**src/hdl/mlin_pkg.sv**
```systemverilog
`timescale 1ns / 1ps

package mlin_pkg;

  localparam int WINDOW       = 5;
  localparam int TABLE_POINTS = 17;
  localparam int RD_W         = 10;
  localparam int DIST_W       = 11;
  localparam int STATUS_W     = 2;
  localparam int NUM_REGS     = 3;
  localparam int DATA_W       = 32;

  localparam int HALF      = WINDOW / 2;
  localparam int IDX_W     = $clog2(WINDOW);
  localparam int CNT_W     = $clog2(WINDOW + 1);
  localparam int PT_W      = $clog2(TABLE_POINTS);
  localparam int SEG_W     = (TABLE_POINTS > 2) ? $clog2(TABLE_POINTS - 1) : 1;
  localparam int REG_IDX_W = (NUM_REGS > 1) ? $clog2(NUM_REGS) : 1;
  localparam int ADDR_W    = REG_IDX_W + 2;

  localparam logic [RD_W-1:0] RST_DISC = RD_W'(30);
  localparam logic [RD_W-1:0] RST_FAR  = RD_W'(92);
  localparam logic [RD_W-1:0] RST_NEAR = RD_W'(512);

  // readings ascend, distances descend
  localparam logic [RD_W-1:0] LUT_READING [TABLE_POINTS] = '{
    92, 98, 106, 115, 123, 133, 147, 164, 180,
    205, 235, 262, 297, 327, 368, 440, 512
  };
  localparam logic [DIST_W-1:0] LUT_DIST [TABLE_POINTS] = '{
    1500, 1400, 1300, 1200, 1100, 1000, 900, 800, 700,
    600, 500, 450, 400, 350, 300, 250, 200
  };

  // largest (d0 - d1) * (a1 - a0) over all segments: bounds the dividend
  function automatic int max_product();
    int m;
    int p;
    m = 0;
    for (int i = 0; i < TABLE_POINTS - 1; i++) begin
      p = (int'(LUT_DIST[i]) - int'(LUT_DIST[i+1])) *
          (int'(LUT_READING[i+1]) - int'(LUT_READING[i]));
      if (p > m) m = p;
    end
    return m;
  endfunction

  localparam int PROD_W    = $clog2(max_product() + 1);
  localparam int ALU_W0    = (PROD_W > DIST_W) ? PROD_W : DIST_W;
  localparam int ALU_W     = (ALU_W0 > RD_W) ? ALU_W0 : RD_W;
  localparam int DIV_CNT_W = (PROD_W > 1) ? $clog2(PROD_W) : 1;

  typedef enum logic [STATUS_W-1:0] {
    ST_OK   = 2'd0,
    ST_NEAR = 2'd1,
    ST_FAR  = 2'd2,
    ST_DISC = 2'd3
  } status_e;

  typedef enum logic [REG_IDX_W-1:0] {
    REG_DISC = 0,
    REG_FAR  = 1,
    REG_NEAR = 2
  } reg_idx_e;

  typedef enum logic {
    CMD_STORE  = 1'b0,
    CMD_REPORT = 1'b1
  } cmd_e;

  typedef struct packed {
    logic [RD_W-1:0] disc;
    logic [RD_W-1:0] far_thr;
    logic [RD_W-1:0] near_thr;
  } thr_cfg_t;

  typedef struct packed {
    logic lt;
    logic eq;
  } alu_flags_t;

  typedef logic [WINDOW-1:0][RD_W-1:0] window_t;

endpackage

```
**src/hdl/mlin_alu.sv**
```systemverilog
`timescale 1ns / 1ps

module mlin_alu (
  input  logic [mlin_pkg::ALU_W-1:0] a_i,
  input  logic [mlin_pkg::ALU_W-1:0] b_i,
  output logic [mlin_pkg::ALU_W-1:0] diff_o,
  output mlin_pkg::alu_flags_t       flags_o
);
  import mlin_pkg::*;

  logic [ALU_W:0] full;

  assign full          = {1'b0, a_i} - {1'b0, b_i};
  assign diff_o        = full[ALU_W-1:0];
  assign flags_o.lt    = full[ALU_W];
  assign flags_o.eq    = (a_i == b_i);

endmodule

```
**src/hdl/mlin_ring.sv**
```systemverilog
`timescale 1ns / 1ps

module mlin_ring (
  input  logic                      clk_i,
  input  logic                      rst_ni,
  input  logic                      store_i,
  input  logic [mlin_pkg::RD_W-1:0] sample_i,
  output mlin_pkg::window_t         window_o,
  output logic                      full_o
);
  import mlin_pkg::*;

  window_t          ring_q;
  logic [CNT_W-1:0] fill_q, fill_d;

  // oldest entry drops out, same set as overwriting at the write pointer
  always_ff @(posedge clk_i) begin
    if (store_i) begin
      ring_q <= {ring_q[WINDOW-2:0], sample_i};
    end
  end

  always_comb begin
    fill_d = fill_q;
    if (store_i && !full_o) fill_d = fill_q + CNT_W'(1);
  end

  always_ff @(posedge clk_i or negedge rst_ni) begin
    if (!rst_ni) begin
      fill_q <= '0;
    end else begin
      fill_q <= fill_d;
    end
  end

  assign full_o   = (fill_q == CNT_W'(WINDOW));
  assign window_o = ring_q;

endmodule

```
**src/hdl/mlin_regs.sv**
```systemverilog
`timescale 1ns / 1ps

module mlin_regs (
  input  logic                        clk_i,
  input  logic                        rst_ni,
  input  logic                        psel,
  input  logic                        penable,
  input  logic                        pwrite,
  input  logic [mlin_pkg::ADDR_W-1:0] paddr,
  input  logic [mlin_pkg::DATA_W-1:0] pwdata,
  output logic [mlin_pkg::DATA_W-1:0] prdata,
  output logic                        pready,
  output mlin_pkg::thr_cfg_t          cfg_o
);
  import mlin_pkg::*;

  thr_cfg_t               cfg_q, cfg_d;
  logic                   wr_en;
  logic [REG_IDX_W-1:0]   idx;

  assign pready = 1'b1;
  assign wr_en  = psel && penable && pwrite;
  assign idx    = paddr[ADDR_W-1:2];

  always_comb begin
    cfg_d = cfg_q;
    if (wr_en) begin
      case (idx)
        REG_DISC: cfg_d.disc     = pwdata[RD_W-1:0];
        REG_FAR:  cfg_d.far_thr  = pwdata[RD_W-1:0];
        REG_NEAR: cfg_d.near_thr = pwdata[RD_W-1:0];
        default:  cfg_d = cfg_q;
      endcase
    end
  end

  always_ff @(posedge clk_i or negedge rst_ni) begin
    if (!rst_ni) begin
      cfg_q.disc     <= RST_DISC;
      cfg_q.far_thr  <= RST_FAR;
      cfg_q.near_thr <= RST_NEAR;
    end else begin
      cfg_q <= cfg_d;
    end
  end

  always_comb begin
    case (idx)
      REG_DISC: prdata = DATA_W'(cfg_q.disc);
      REG_FAR:  prdata = DATA_W'(cfg_q.far_thr);
      REG_NEAR: prdata = DATA_W'(cfg_q.near_thr);
      default:  prdata = '0;
    endcase
  end

  assign cfg_o = cfg_q;

endmodule

```
**src/hdl/median_lut_distance_linearizer_unit.sv**
```systemverilog
`timescale 1ns / 1ps

// Median-of-five distance linearizer. A store item (cmd 0) shifts its reading
// into the five-entry window and gives no result. A report item (cmd 1)
// before five samples are stored is taken and gives no result. A report on a
// full window runs a sequencer around a single shared subtract/compare unit:
// the median search (one compare per cycle, a pass of five per candidate),
// threshold checks, a check against the table start, the table search, then
// an offset, a multiply, a 12-step restoring divide, a subtract and a load of
// the output register. in_ready_o stays low from when such a report is taken
// until its result is loaded into the output register, which waits while an
// earlier result is not yet collected. The result waits in an output
// register, so stores are taken while it is not yet collected. Threshold
// registers sit at byte addresses 0 (disconnect), 4 (far) and 8 (near) and
// reset to 30, 92, 512.
module median_lut_distance_linearizer_unit (
  input  logic                          clk_i,
  input  logic                          rst_ni,
  input  logic                          in_valid_i,
  output logic                          in_ready_o,
  input  logic                          cmd_i,
  input  logic [mlin_pkg::RD_W-1:0]     sample_i,
  output logic                          out_valid_o,
  input  logic                          out_ready_i,
  output logic [mlin_pkg::STATUS_W-1:0] status_o,
  output logic [mlin_pkg::DIST_W-1:0]   distance_o,
  output logic [mlin_pkg::RD_W-1:0]     median_reading_o,
  input  logic                          psel,
  input  logic                          penable,
  input  logic                          pwrite,
  input  logic [mlin_pkg::ADDR_W-1:0]   paddr,
  input  logic [mlin_pkg::DATA_W-1:0]   pwdata,
  output logic [mlin_pkg::DATA_W-1:0]   prdata,
  output logic                          pready
);
  import mlin_pkg::*;

  typedef enum logic [3:0] {
    S_IDLE, S_MED, S_DISC, S_FAR, S_NEAR, S_BASE, S_SEARCH,
    S_OFF, S_MUL, S_DIV, S_SUB, S_OUT
  } state_e;

  state_e               state_q, state_d;
  window_t              work_q, work_d;
  logic [RD_W-1:0]      cand_q, cand_d;
  logic [IDX_W-1:0]     j_q, j_d;
  logic [CNT_W-1:0]     lt_cnt_q, lt_cnt_d, le_cnt_q, le_cnt_d;
  logic [RD_W-1:0]      med_q, med_d;
  logic [SEG_W-1:0]     seg_q, seg_d;
  logic [RD_W-1:0]      off_q, off_d;
  logic [PROD_W-1:0]    prod_q, prod_d, quo_q, quo_d;
  logic [ALU_W-1:0]     rem_q, rem_d;
  logic [DIV_CNT_W-1:0] div_cnt_q, div_cnt_d;
  status_e              res_status_q, res_status_d;
  logic [DIST_W-1:0]    res_dist_q, res_dist_d;
  logic                 out_valid_q, out_valid_d;
  status_e              status_q, status_d;
  logic [DIST_W-1:0]    dist_q, dist_d;
  logic [RD_W-1:0]      median_q, median_d;

  thr_cfg_t             cfg;
  window_t              window;
  logic                 full;
  logic                 accept;
  logic                 store;

  logic [ALU_W-1:0]     alu_a, alu_b, alu_diff;
  alu_flags_t           flags;

  window_t              rot1, rot2;
  logic [CNT_W-1:0]     lt_n, le_n;
  logic [PT_W-1:0]      seg_lo, seg_hi;
  logic [RD_W-1:0]      a0, a1, span;
  logic [DIST_W-1:0]    d0, dd;
  logic [DIST_W+RD_W-1:0] prod_full;
  logic [ALU_W-1:0]     rem_sh;

  mlin_regs u_regs (
    .clk_i   (clk_i),
    .rst_ni  (rst_ni),
    .psel    (psel),
    .penable (penable),
    .pwrite  (pwrite),
    .paddr   (paddr),
    .pwdata  (pwdata),
    .prdata  (prdata),
    .pready  (pready),
    .cfg_o   (cfg)
  );

  assign in_ready_o = (state_q == S_IDLE);
  assign accept     = in_valid_i && in_ready_o;
  assign store      = accept && (cmd_i == CMD_STORE);

  mlin_ring u_ring (
    .clk_i    (clk_i),
    .rst_ni   (rst_ni),
    .store_i  (store),
    .sample_i (sample_i),
    .window_o (window),
    .full_o   (full)
  );

  mlin_alu u_alu (
    .a_i     (alu_a),
    .b_i     (alu_b),
    .diff_o  (alu_diff),
    .flags_o (flags)
  );

  assign rot1      = {work_q[WINDOW-2:0], work_q[WINDOW-1]};
  assign rot2      = {rot1[WINDOW-2:0], rot1[WINDOW-1]};
  assign lt_n      = lt_cnt_q + CNT_W'(flags.lt);
  assign le_n      = le_cnt_q + CNT_W'(flags.lt | flags.eq);
  assign seg_lo    = PT_W'(seg_q);
  assign seg_hi    = PT_W'(seg_q) + PT_W'(1);
  assign a0        = LUT_READING[seg_lo];
  assign a1        = LUT_READING[seg_hi];
  assign span      = a1 - a0;
  assign d0        = LUT_DIST[seg_lo];
  assign dd        = d0 - LUT_DIST[seg_hi];
  assign prod_full = (DIST_W+RD_W)'(dd) * (DIST_W+RD_W)'(off_q);
  assign rem_sh    = {rem_q[ALU_W-2:0], prod_q[PROD_W-1]};

  always_comb begin
    case (state_q)
      S_MED: begin
        alu_a = ALU_W'(work_q[0]);
        alu_b = ALU_W'(cand_q);
      end
      S_DISC: begin
        alu_a = ALU_W'(med_q);
        alu_b = ALU_W'(cfg.disc);
      end
      S_FAR: begin
        alu_a = ALU_W'(med_q);
        alu_b = ALU_W'(cfg.far_thr);
      end
      S_NEAR: begin
        alu_a = ALU_W'(cfg.near_thr);
        alu_b = ALU_W'(med_q);
      end
      S_BASE: begin
        alu_a = ALU_W'(med_q);
        alu_b = ALU_W'(LUT_READING[0]);
      end
      S_SEARCH: begin
        alu_a = ALU_W'(a1);
        alu_b = ALU_W'(med_q);
      end
      S_OFF: begin
        alu_a = ALU_W'(med_q);
        alu_b = ALU_W'(a0);
      end
      S_DIV: begin
        alu_a = rem_sh;
        alu_b = ALU_W'(span);
      end
      S_SUB: begin
        alu_a = ALU_W'(d0);
        alu_b = ALU_W'(quo_q);
      end
      default: begin
        alu_a = '0;
        alu_b = '0;
      end
    endcase
  end

  always_comb begin
    state_d      = state_q;
    work_d       = work_q;
    cand_d       = cand_q;
    j_d          = j_q;
    lt_cnt_d     = lt_cnt_q;
    le_cnt_d     = le_cnt_q;
    med_d        = med_q;
    seg_d        = seg_q;
    off_d        = off_q;
    prod_d       = prod_q;
    quo_d        = quo_q;
    rem_d        = rem_q;
    div_cnt_d    = div_cnt_q;
    res_status_d = res_status_q;
    res_dist_d   = res_dist_q;
    out_valid_d  = out_valid_q && !out_ready_i;
    status_d     = status_q;
    dist_d       = dist_q;
    median_d     = median_q;

    case (state_q)
      S_IDLE: begin
        if (accept && (cmd_i == CMD_REPORT) && full) begin
          work_d   = window;
          cand_d   = window[0];
          j_d      = '0;
          lt_cnt_d = '0;
          le_cnt_d = '0;
          state_d  = S_MED;
        end
      end
      S_MED: begin
        if (j_q == IDX_W'(WINDOW - 1)) begin
          if ((lt_n <= CNT_W'(HALF)) && (le_n >= CNT_W'(HALF + 1))) begin
            med_d   = cand_q;
            state_d = S_DISC;
          end else begin
            // one extra step so the next pass starts on the next candidate
            work_d   = rot2;
            cand_d   = rot2[0];
            j_d      = '0;
            lt_cnt_d = '0;
            le_cnt_d = '0;
          end
        end else begin
          work_d   = rot1;
          j_d      = j_q + IDX_W'(1);
          lt_cnt_d = lt_n;
          le_cnt_d = le_n;
        end
      end
      S_DISC: begin
        if (flags.lt) begin
          res_status_d = ST_DISC;
          res_dist_d   = '0;
          state_d      = S_OUT;
        end else begin
          state_d = S_FAR;
        end
      end
      S_FAR: begin
        if (flags.lt) begin
          res_status_d = ST_FAR;
          res_dist_d   = '0;
          state_d      = S_OUT;
        end else begin
          state_d = S_NEAR;
        end
      end
      S_NEAR: begin
        if (flags.lt) begin
          res_status_d = ST_NEAR;
          res_dist_d   = '0;
          state_d      = S_OUT;
        end else begin
          state_d = S_BASE;
        end
      end
      S_BASE: begin
        if (flags.lt) begin
          res_status_d = ST_FAR;
          res_dist_d   = '0;
          state_d      = S_OUT;
        end else begin
          seg_d   = '0;
          state_d = S_SEARCH;
        end
      end
      S_SEARCH: begin
        if (flags.lt) begin
          if (seg_q == SEG_W'(TABLE_POINTS - 2)) begin
            res_status_d = ST_FAR;
            res_dist_d   = '0;
            state_d      = S_OUT;
          end else begin
            seg_d = seg_q + SEG_W'(1);
          end
        end else begin
          state_d = S_OFF;
        end
      end
      S_OFF: begin
        off_d   = alu_diff[RD_W-1:0];
        state_d = S_MUL;
      end
      S_MUL: begin
        prod_d    = prod_full[PROD_W-1:0];
        rem_d     = '0;
        quo_d     = '0;
        div_cnt_d = '0;
        state_d   = (span == '0) ? S_SUB : S_DIV;
      end
      S_DIV: begin
        if (!flags.lt) begin
          rem_d = alu_diff;
          quo_d = {quo_q[PROD_W-2:0], 1'b1};
        end else begin
          rem_d = rem_sh;
          quo_d = {quo_q[PROD_W-2:0], 1'b0};
        end
        prod_d = {prod_q[PROD_W-2:0], 1'b0};
        if (div_cnt_q == DIV_CNT_W'(PROD_W - 1)) begin
          state_d = S_SUB;
        end else begin
          div_cnt_d = div_cnt_q + DIV_CNT_W'(1);
        end
      end
      S_SUB: begin
        res_status_d = ST_OK;
        res_dist_d   = alu_diff[DIST_W-1:0];
        state_d      = S_OUT;
      end
      S_OUT: begin
        if (!out_valid_q || out_ready_i) begin
          out_valid_d = 1'b1;
          status_d    = res_status_q;
          dist_d      = res_dist_q;
          median_d    = med_q;
          state_d     = S_IDLE;
        end
      end
      default: state_d = S_IDLE;
    endcase
  end

  always_ff @(posedge clk_i or negedge rst_ni) begin
    if (!rst_ni) begin
      state_q      <= S_IDLE;
      work_q       <= '0;
      cand_q       <= '0;
      j_q          <= '0;
      lt_cnt_q     <= '0;
      le_cnt_q     <= '0;
      med_q        <= '0;
      seg_q        <= '0;
      off_q        <= '0;
      prod_q       <= '0;
      quo_q        <= '0;
      rem_q        <= '0;
      div_cnt_q    <= '0;
      res_status_q <= ST_OK;
      res_dist_q   <= '0;
      out_valid_q  <= 1'b0;
      status_q     <= ST_OK;
      dist_q       <= '0;
      median_q     <= '0;
    end else begin
      state_q      <= state_d;
      work_q       <= work_d;
      cand_q       <= cand_d;
      j_q          <= j_d;
      lt_cnt_q     <= lt_cnt_d;
      le_cnt_q     <= le_cnt_d;
      med_q        <= med_d;
      seg_q        <= seg_d;
      off_q        <= off_d;
      prod_q       <= prod_d;
      quo_q        <= quo_d;
      rem_q        <= rem_d;
      div_cnt_q    <= div_cnt_d;
      res_status_q <= res_status_d;
      res_dist_q   <= res_dist_d;
      out_valid_q  <= out_valid_d;
      status_q     <= status_d;
      dist_q       <= dist_d;
      median_q     <= median_d;
    end
  end

  assign out_valid_o      = out_valid_q;
  assign status_o         = status_q;
  assign distance_o       = dist_q;
  assign median_reading_o = median_q;

endmodule

```
**config.mk**
```make
export PLATFORM = sky130hd
export DESIGN_NAME = median_lut_distance_linearizer_unit
export DESIGN_NICKNAME = d
export VERILOG_FILES = /design/src/hdl/mlin_pkg.sv /design/src/hdl/mlin_alu.sv /design/src/hdl/mlin_ring.sv /design/src/hdl/mlin_regs.sv /design/src/hdl/median_lut_distance_linearizer_unit.sv
export SDC_FILE = /design/constraint.sdc
export NUM_CORES = 1
export LEC_CHECK = 0
export BUFFER_PORTS_ARGS = -buffer_cell sky130_fd_sc_hd__buf_2
export CAP_MARGIN = 20
export CORE_ASPECT_RATIO = 1.5
export CORE_MARGIN = 2
export CORE_UTILIZATION = 56
export CTS_CLUSTER_DIAMETER = 100
export DETAILED_ROUTE_END_ITERATION = 8
export PLACE_DENSITY = 0.74
export RECOVER_POWER = 50
export SYNTH_ARGS = -nofsm -noshare
export SYNTH_HDL_FRONTEND = slang
export SYNTH_HIERARCHICAL = 1
export SYNTH_SLANG_ARGS = --single-unit
```
**constraint.sdc**
```tcl
create_clock -name clk_i -period 8.4 [get_ports clk_i]
set_input_delay 1.68 -clock clk_i [delete_from_list [all_inputs] [get_ports clk_i]]
set_output_delay 1.68 -clock clk_i [all_outputs]
set_load 0.03 [all_outputs]
```
# Word level (Yosys, flattened, before mapping)
# Memory sizes are Yosys's and may differ from the RTL's.
# Cells that the tools add are included.
[word_totals] regBits=256 wordCells=190 latch_bits=0 ram_bits=0 romBits=1344 mem_count=4 out_inout_bits=58 inputBits=54
[classes] add_sub_neg=10 div=0 n_reduce_logical=37 magnitude_cmp=4 muxes=63 eq_ne=35 shifts=0 n_mul=1 bitwise=4
[memory_table] name="(no name shown)" words=32 word_bits=11 read_ports=1 rd_ports_with_merged_regs=0 write_ports=0 line="median_lut_distance_linearizer_unit.sv:121" text="assign dd = d0 - LUT_DIST[seg_hi];"
[memory_table] name="(no name shown)" words=32 word_bits=11 read_ports=1 rd_ports_with_merged_regs=0 write_ports=0 line="median_lut_distance_linearizer_unit.sv:120" text="assign d0 = LUT_DIST[seg_lo];"
[memory_table] name="(no name shown)" words=32 word_bits=10 read_ports=1 rd_ports_with_merged_regs=0 write_ports=0 line="median_lut_distance_linearizer_unit.sv:118" text="assign a1 = LUT_READING[seg_hi];"
[memory_table] name="(no name shown)" words=32 word_bits=10 read_ports=1 rd_ports_with_merged_regs=0 write_ports=0 line="median_lut_distance_linearizer_unit.sv:117" text="assign a0 = LUT_READING[seg_lo];"
[op_table] op="two-way mux 50 bit" n=3
[op_table] op="one-hot mux 50 bit (2 select lines)" n=1
[op_table] op="one-hot mux 12 bit (8 select lines)" n=1
[op_table] op="two-way mux 11 bit" n=8
[op_table] op="one-hot mux 12 bit (6 select lines)" n=1
[op_table] op="two-way mux 10 bit" n=7
[op_table] op="two-way mux 4 bit" n=15
[op_table] op="one-hot mux 12 bit (2 select lines)" n=2
[op_table] op="one-hot mux 4 bit (12 select lines)" n=1
[op_table] op="one-hot mux 11 bit (3 select lines)" n=1
[op_table] op="one-hot mux 10 bit (3 select lines)" n=1
[op_table] op="== test 4 bit, second input constant" n=6
[op_table] op="one-hot mux 11 bit (2 select lines)" n=1
[op_table] op="one-hot mux 10 bit (2 select lines)" n=1
[op_table] op="!= test 2 bit, second input constant" n=9
[op_table] op="one-hot mux 3 bit (2 select lines)" n=3
[op_table] op="== test 4 x 3 -> 1 bit, second input constant" n=4
[op_table] op="one-hot mux 4 bit (2 select lines)" n=2
[op_table] op="two-way mux 3 bit" n=5
[op_table] op="subtractor 12 x 12 -> 13 bit" n=1
[op_table] op="== test 12 bit" n=1
[op_table] op=">= comparator 6 bit, second input constant" n=2
[op_table] op="multiplier 11 x 10 -> 12 bit" n=1
[op_table] op="two-way mux 2 bit" n=6
[op_table] op="other kinds (36)" n=71

# Logic depth before layout (Yosys ltp)
[logic_depth] depth_word=15 ltp_mapped=38 ltp_nobuf=32

# Hierarchy
# The synthesis kept the hierarchy.
[by_module_without_submodules] mod="median_lut_distance_linearizer_unit" cells_per_inst=1406 seq_area_each_um2=4304.1 instances=1 area_each_um2=12056.6
[by_module_without_submodules] mod="mlin_ring" cells_per_inst=63 seq_area_each_um2=1576.5 instances=1 area_each_um2=1666.6
[by_module_without_submodules] mod="mlin_regs" cells_per_inst=125 seq_area_each_um2=762.0 instances=1 area_each_um2=1534.0
[by_module_without_submodules] mod="mlin_alu" cells_per_inst=88 seq_area_each_um2=0.0 instances=1 area_each_um2=646.9

# Worst setup path after synthesis
# No wires, ideal clock.
[synth_path] path_type="register to register" from="register seg_q[0]" to="register prod_q[11]" period_less_slack_ns=7.998 t_arrival_ns=7.912 required_time_ns=8.314 n_path_buf=2 setup_time_ns=0.086 setup_slack_ns=0.402 path_stages_with_launch=31 path_cell_list="dfrtp_1 clkbuf_1 clkinv_1 ha_1 clkbuf_1 nor2_1 a21oi_1 ha_1 nor2b_2 o2111a_1 o41ai_4 xnor2_1 nand2_1 fa_1 inv_1 fa_1 inv_1 fa_1 inv_1 fa_1 inv_1 fa_1 inv_1 ha_1 o21a_1 o21ai_0 o21bai_1 xnor3_1 xnor3_2 xnor3_1 o221ai_2"
[synth_between] elab_chain_len=8 word_cells_on_any_way=12 classes_between="add/sub (2); mul (1); mux (5); bitwise (2); memory (2)"
[synth_lines] item="start: declaration" line="median_lut_distance_linearizer_unit.sv:49" text="logic [SEG_W-1:0] seg_q, seg_d;"
[synth_lines] item="start signal: assignment" line="median_lut_distance_linearizer_unit.sv:345" text="seg_q <= seg_d;"
[synth_lines] item="adder 4 x 1 -> 5 bit" line="median_lut_distance_linearizer_unit.sv:116" text="assign seg_hi = PT_W'(seg_q) + PT_W'(1);"
[synth_lines] item="inverter 5 -> 6 bit (not written as such)" line="median_lut_distance_linearizer_unit.sv:121"
[synth_lines] item="memory read (32 x 11 bit)"
[synth_lines] item="two-way mux 11 bit (not written as such) (2 in series)" line="median_lut_distance_linearizer_unit.sv:121"
[synth_lines] item="subtractor 11 bit *" line="median_lut_distance_linearizer_unit.sv:121"
[synth_lines] item="multiplier 11 x 10 -> 12 bit *" line="median_lut_distance_linearizer_unit.sv:122" text="assign prod_full = (DIST_W+RD_W)'(dd) * (DIST_W+RD_W)'(off_q);"
[synth_lines] item="one-hot mux 12 bit (2 select lines) *" line="median_lut_distance_linearizer_unit.sv:191" text="case (state_q)"
[synth_lines] item="end signal: assignment" line="median_lut_distance_linearizer_unit.sv:347" text="prod_q <= prod_d;"
[synth_lines] item="end: declaration" line="median_lut_distance_linearizer_unit.sv:51" text="logic [PROD_W-1:0] prod_q, prod_d, quo_q, quo_d;"
# Every way passes the cells marked *; elsewhere a longest branch is shown, timed or not. The select of a mux whose other input is x is not followed.
# A chain may end at the register's enable or synchronous reset.

# Worst setup path in the final report
# Ends and elaborated chain as after synthesis.

==> qor.yml <==
fp.dieW_um: 141.3
core-area_um2: 27870
cpMaxStageDelayCell: "fa_1"
setup_viol: 0
drcViolationCount: 0
wl_mm: 43.05
rsz0062_at_grt: "no"
powerDensity_nw_per_um2: 456.3
drt_iter0_markers: 954
total_power_mw: 7.932
status: "complete, but fails checks"
setup-tns-final_ns: 0
grt_max_degree: 107
clk_pin_slew_ns: 0.06
crit_top_cell: "inv_1"
min_path_type: "register to register"
drv_slew: 197
portBuffers: 64
grt_pass1_wl_mm: 68.13
crit_fanout: 12
whs_ns: 0.4458
cts-htree-levels: 1
cts_buffer_depth: 3
final_cell_count_no_fill: 2079
drive_above_1_share_pct: 14.77
ant_nets: 0
clock_skew_ns: 0.02417
grt_pass1_vias: 12580
grt_overflow: 0
internal_power_mw: 4.214
grt_usage_pct: 29.19
crit_type: "register to register"
clock_latency_ns: 0.55
swShare_pct: 46.88
root_buffer: "clkbuf_16"
required_ns: 8.87
cap_violations: 5
end_kind: "register"
dr.pass1.iters: 8
core.rowCount: 75
p_switching_mw: 3.718
antenna_cells: 0
dp_hpwl_mm: 31.51
cts_made_buffers: 26
place_area_um2: 16530
via_per_inst: 6.138
syn_to_final_growth_pct: 9.720
dp.cells: 2031
die_h_um: 210.0
antenna_found_initial: 0
cts_tree: "done"
syn_avg_cell_area_um2: 9.465
violations: "capacitance limit, slew limit"
hold_viol: 0
postCtsHoldBufs: 0
p_leak_nw: 7.893
slew_headroom_pct: -288.6
crit_arrival_ns: 8.50
final_cell_mix: "336 x nand2_1, 195 x dfrtp_1, 125 x a21oi_1, 118 x o21ai_0, 76 x inv_1"
clkPwrFrac_pct: 14.9
die-area_um2: 29680
combPwrFrac_pct: 59.0
stdcell_area_um2: 17390
syn_area_um2: 15850
vdd.ir_drop.worst_mv: 0.2765
post_drt_wl_per_cell_um: 20.70
finalCritPeriodShare_pct: 95.59
cts_sinks: 255
io_pins: 112
nets: 1875
finalWeightedCongestion: 0.9802
critical_path.max_stage_delay_ns: 0.55
setup.worst_path.start_class: "register"
fmax_mhz: 124.5
mostFrequentLayoutCell: "nand2_1"
yosysWarnings: 6
start_util_pct: 56.85
period_minus_slack_ns: 8.030
vias: 12760
worst_pin_slew_ns: 5.829
p_seq_share_pct: 26.0
synthCells: 1674
-- state kept, by name, summed over array words and instances (netlist names) --
signal / count
rem_q: 11
status_o: 2
u_regs/cfg_o: 30
cand_q: 10
div_cnt_q: 4
med_q: 10
median_reading_o: 10
distance_o: 11
u_ring/window_o: 50
quo_q: 12
state_q: 4
prod_q: 11
lt_cnt_q: 3
out_valid_o: 1
rot1: 50
res_status_q: 2
off_q: 10
seg_q: 4
j_q: 3
res_dist_q: 11
u_ring/fill_q: 3
le_cnt_q: 3
-- layer usage --
layer / vias to the layer above / track usage, % / routed length (um)
met4: 0 / 16.31 / 2517
met1: 6280 / 35.81 / 16560
li1: 5934 / - / -
met2: 434 / 50.28 / 21830
met3: 112 / 3.067 / 2142
met5: - / 0 / 0
-- power by group through the flow --
stage                     Clock [mW]  Sequential [mW]  Combinational, mW
after CTS                       1.21             2.05               4.67
after floorplan                    0             1.98               3.41
after global routing            1.26             2.10               5.15
after detailed placement           0             2.07               4.64
final                           1.18             2.07               4.68
after global placement             0             2.06               4.54
-- layout make-up --
cell class              count  area (um2)
fillers                  2339       10490
multi-input cells        1242        8456
flip-flops and latches    255        6644
clock buffers              33       726.9
repair buffers            110       676.9
well taps                 346       432.9
inverters                  78       292.8
clock inverters            15       156.4
-- final timing paths --
| path | cells after the start | slack (ns) | start | to |
|---|---|---|---|---|
| worst max-delay path | 30 | 0.37 | seg_q[0]$_DFFE_PN0P_ | prod_q[11]$_DFFE_PN0P_ |
| worst min-delay path | 0 | 0.45 | u_ring/window_o[32]$_DFFE_PP_ | u_ring/window_o[42]$_DFFE_PP_ |
| worst max register to register | 30 | 0.37 | seg_q[0]$_DFFE_PN0P_ | prod_q[11]$_DFFE_PN0P_ |
| worst min register to register | 0 | 0.45 | u_ring/window_o[32]$_DFFE_PP_ | u_ring/window_o[42]$_DFFE_PP_ |
| max in group asynchronous | 1 | 1.44 | rst_ni | seg_q[3]$_DFFE_PN0P_ |
| min in group asynchronous | 1 | 3.30 | rst_ni | rot1[22]$_DFFE_PN0P_ |
-- what timing repair did --
item	4_1_cts	5_1_grt
setup buffers	0	0
setup endpoints to repair	0	52
resized for setup	0	5
-- through the flow --
step / util (%) / setup slack, ns
floorplan: - / 0.4021
global placement: 59.21 / 0.3832
detailed placement: 59.30 / 0.3194
CTS: 62.47 / 0.3085
global route: 62.38 / 0.002131
finish: 62.38 / 0.3703
-- critical path, delay by kind of cell, from the launching register on --
| family | cells | cell delay, ns |
|---|---|---|
| xor gates and xnor gates | 4 | 1.40 |
| adders and majority gates | 8 | 3.47 |
| and+or+nand+nor | 2 | 0.32 |
| buffers and inverters | 9 | 1.04 |
| DFF | 1 | 0.36 |
| AOI/OAI and AO/OA | 7 | 1.34 |
Note: power is estimated with default switching activity, not from simulation.
